### src/dsuf_ram.sv
module dsuf_ram #(
    parameter int WIDTH = 8,
    parameter int DEPTH = 16
) (
    input  logic                     aclk,
    input  logic                     we,
    input  logic [$clog2(DEPTH)-1:0] waddr,
    input  logic [WIDTH-1:0]         wdata,
    input  logic [$clog2(DEPTH)-1:0] raddr,
    output logic [WIDTH-1:0]         rdata
);

    logic [WIDTH-1:0] mem [DEPTH];

    always_ff @(posedge aclk) begin
        if (we) begin
            mem[waddr] <= wdata;
        end
        rdata <= mem[raddr];
    end

endmodule

### config.mk
export PLATFORM = sky130hd
export DESIGN_NAME = dsuf_ram
export DESIGN_NICKNAME = d
export VERILOG_FILES = /design/src/dsuf_ram.sv
export SDC_FILE = /design/constraint.sdc
export NUM_CORES = 1
export LEC_CHECK = 0
export ABC_AREA = 0
export BUFFER_PORTS_ARGS = -buffer_cell sky130_fd_sc_hd__buf_2
export CORE_MARGIN = 2
export CORE_UTILIZATION = 30
export DETAILED_ROUTE_END_ITERATION = 10
export MAX_ROUTING_LAYER = met4
export PLACE_DENSITY = 0.51
export SLEW_MARGIN = 5
export SYNTH_ARGS = -nofsm -noshare
export SYNTH_HDL_FRONTEND = slang
export SYNTH_SLANG_ARGS = --single-unit
### constraint.sdc
create_clock -name aclk -period 2 [get_ports aclk]
set_clock_uncertainty 0.15 [all_clocks]
set_input_delay 0.2 -clock aclk [delete_from_list [all_inputs] [get_ports aclk]]
set_output_delay 0.2 -clock aclk [all_outputs]
set_load 0.005 [all_outputs]
==> metrics.md <==
| Metric | Value |
|---|---|
| Outcome | `finished clean` |
| Global routing usage on met2 | `18.3%` |
| Post-CTS setup buffers | `0` |
| Clk network pwr share | `between 40% and 50%` |
| Worst-Margin Slew | `approximately 0.43 ns` |
| Clk pin slew, worst setup/hold paths | `0.05 ns` |
| Met1 usage | `17.0%` |
| Fin crit share | `77.5%` |
| Hold Crit Depth | `1` |
| Crit-path max FO | `1` |
| Worst-skew pair later-pin latency | `0.41 ns` |
| PortBufs | `25` |
| Leak | `~2.1 nW` |
| R2R depth | `3` |
| Layout cells sized above 1 | `approximately 30%` |
| Synthesis-to-layout area growth | `21.1%` |
| Site row count | `47` |
| Min-delay src | `wdata[2]` |
| Yosys warnings | `0` |
| Share of power burned in registers | `between 40 and 50%` |
| Largest net degree at the start of global routing | `19` |
| Sw Pwr | `1.24 mW` |
| Vias per std cell | `4.74` |
| First-pass GRT wire length | `15900 microns` |
| Synthesized flop and latch total | `136` |
| Setup violations, final | `0` |
| P per Cell Area | `1040 mW/mm^2` |
| Post-synthesis cell type count | `19` |
| Critical Path Source Type | `register` |
| Initial Util | `30.8%` |
| Grt ovf | `0` |
| Syn Std Cell Area | `around 0.005 sq mm` |
| CP peak stage delay | `~0.51 ns` |
| Final Hold Fails | `0` |
| Pins Over Slew Limit | `0` |
| Cells taking the most area after synthesis | `edfxtp_1 (75%), mux4_2 (7.9%), mux4_1 (7.1%)` |
| Largest area contributor in the netlist | `edfxtp_1` |
| Critical-path top delay cell | `mux4_1` |
| CP Cell Sequence | `mux4_1 > a22oi_1 > nand2_1` |
| IO Pins | `26` |
| Total internal power | `5.25 mW` |
| DP Worst Slack | `0.205 ns` |
| TritonRoute pass-1 iters | `4` |
| Top-area cell type share of the netlist area | `74.7%` |
| Final core occ | `37.3%` |
| Hold-critical path endpoint | `mem[0][2]` |
| Nets@finish | `303` |
| CTS Buf Count | `17` |
| Part of the power in combinational logic | `4.7%` |
| Max Cap Viol | `0` |
| Die width | `135 microns` |
| Total negative slack | `0 ns` |
| Post-synthesis area per instance | `22.5 sq um` |
| GPL Wtd Cong | `0.686` |
| RSZ-0062 raised after global routing | `false` |
| Arrival time at the worst endpoint | `about 1.7 ns` |
| Slew HR | `71.3%` |
| Synth Instances | `about 230` |
| Crit path time final | `approximately 1.6 ns` |
| GRT busiest layer | `met2` |
| Clk sinks | `136` |
| Switching part of the total power | `19.0%` |
| Dpl hpwl | `6680 microns` |
| Setup WS post-layout | `0.450 ns` |
| R2R Path Start | `mem[1][2]` |
| R2R Path End | `rdata[2]` |
| CTS H-tree lvls | `4` |
| GRT Total Usage | `12.7%` |
| Iteration-0 DRC count of the detailed router | `330` |
| Worst Setup End Kind | `register` |
| WP data required | `around 2.1 ns` |
| Max VDD drop | `598 uV` |
| Post-DRT Antenna Nets | `0` |
| R2R Setup Slk | `0.45 ns` |
| Sequential share of the synthesized area | `~78%` |
| Max clock buf depth | `2` |
| DRT Wirelength | `10200 microns` |
| DRC | `0` |
| Die Y | `135 microns` |
| Via count | `2456` |
| Antenna violations before repair | `0` |
| F_max | `645 MHz` |
| CTS tree | `yes` |
| Hold-fix buffers, CTS | `0` |
| Ant. Diodes | `0` |
| Core footprint | `0.0167 sq mm` |
| Routed length per placed instance | `19.7 microns` |
| Die area | `about 0.018 sq mm` |
| Post-cts resize count | `0` |
| WS Path Type | `reg -> reg` |
| Hold Path Class | `in -> reg` |
| Vias in the first global route | `around 2700` |
| Syn Nets | `247` |
| Met3 Use GR | `3.94%` |
| CTS root buf | `clkbuf_16` |
==> placed cells by master, fill, tap and decap left out <==
master     count
a22oi_1       16
bufinv_16      2
nand3b_1       2
and2b_1        1
clkinv_2       2
buf_4         19
buf_12         3
and2_1         1
nand3_1        1
mux4_1        14
edfxtp_1     128
clkbuf_8       3
dfxtp_1        8
mux4_2        18
clkbuf_1       8
nor2b_1        1
nor2_1        13
nand2b_1       2
buf_2         25
nor3_1         4
or3b_2         1
clkbuf_16     17
nand2_1        9
==> stage by stage <==
stage	hold WS, ns	power, mW	std cells	area (sq um)
2_1_floorplan	0.149	3.42	229	5150
3_3_place_gp	0.429	3.57	486	5660
3_5_place_dp	0.433	3.57	486	5660
4_1_cts	0.00845	6.56	518	6230
5_1_grt	0.0272	6.72	518	6230
6_report	0.0316	6.49	518	6230
==> sequential cells by signal, summed over array words and instances (netlist names) <==
register  count
mem         128
rdata         8
==> layout make-up <==
cell class	count	area, sq um
flip-flops and latches	136	4000
clock inverters	4	70.1
repair buffers	47	328
well taps	220	275
fillers	1538	10500
clock buffers	28	497
multi-input cells	83	1060
==> cell usage after synthesis <==
cell type / count
dfxtp_1: 8
or3b_2: 1
a22oi_1: 16
nand3b_1: 2
buf_4: 1
buf_2: 3
and2_1: 1
nand3_1: 1
edfxtp_1: 128
mux4_2: 18
nor2b_1: 1
nand2b_1: 2
nand2_1: 9
nor3_1: 4
mux4_1: 14
buf_6: 3
and2b_1: 1
nor2_1: 13
clkdlybuf4s25_2: 3
==> worst max-delay path, delay by kind of cell (launching register included) <==
family / cells / cell delay, ns
multiplexers: 1 / 0.51
flip-flops: 1 / 0.36
AO/OA/AOI/OAI: 1 / 0.32
AND/OR/NAND/NOR: 1 / 0.09
==> how the worst max path moves through the flow <==
| stage | start | endpoint | slack (ns) | cells after the start |
|---|---|---|---|---|
| after floorplan | waddr[2] | mem[0][0] | 0.16 | 2 |
| after global placement | raddr[0] | rdata[2] | 0.19 | 5 |
| after detailed placement | raddr[0] | rdata[2] | 0.20 | 5 |
| after CTS | mem[0][2] | rdata[2] | 0.45 | 3 |
| after global routing | mem[0][2] | rdata[2] | 0.39 | 3 |
| final | mem[1][2] | rdata[2] | 0.45 | 3 |
==> power by group through the flow <==
stage               logic [mW]  registers [mW]  clock network, mW
floorplan                0.162            3.26                  0
global placement         0.302            3.26                  0
detailed placement       0.307            3.27                  0
CTS                      0.309            3.21               3.05
global route             0.334            3.21               3.17
finish                   0.303            3.21               2.98
==> routing by layer <==
layer	vias to the layer above	routed length, microns	share of wire, %
met5	-	0	0
met4	0	127	1.2
met3	14	731	7.2
met2	67	4650	46
met1	1290	4680	46
li1	1085	-	-
==> logic make-up (layout without fill, tap and decap cells) <==
family                 Yosys count  in the layout  share of synthesized area [%]
and+or+nand+nor                 35             35                           3.18
AOI/OAI and AO/OA               16             16                           2.33
muxes                           32             32                           15.0
buffers and inverters           10             79                           1.68
DFF                            136            136                           77.8
(Power assumes the default switching activity.)
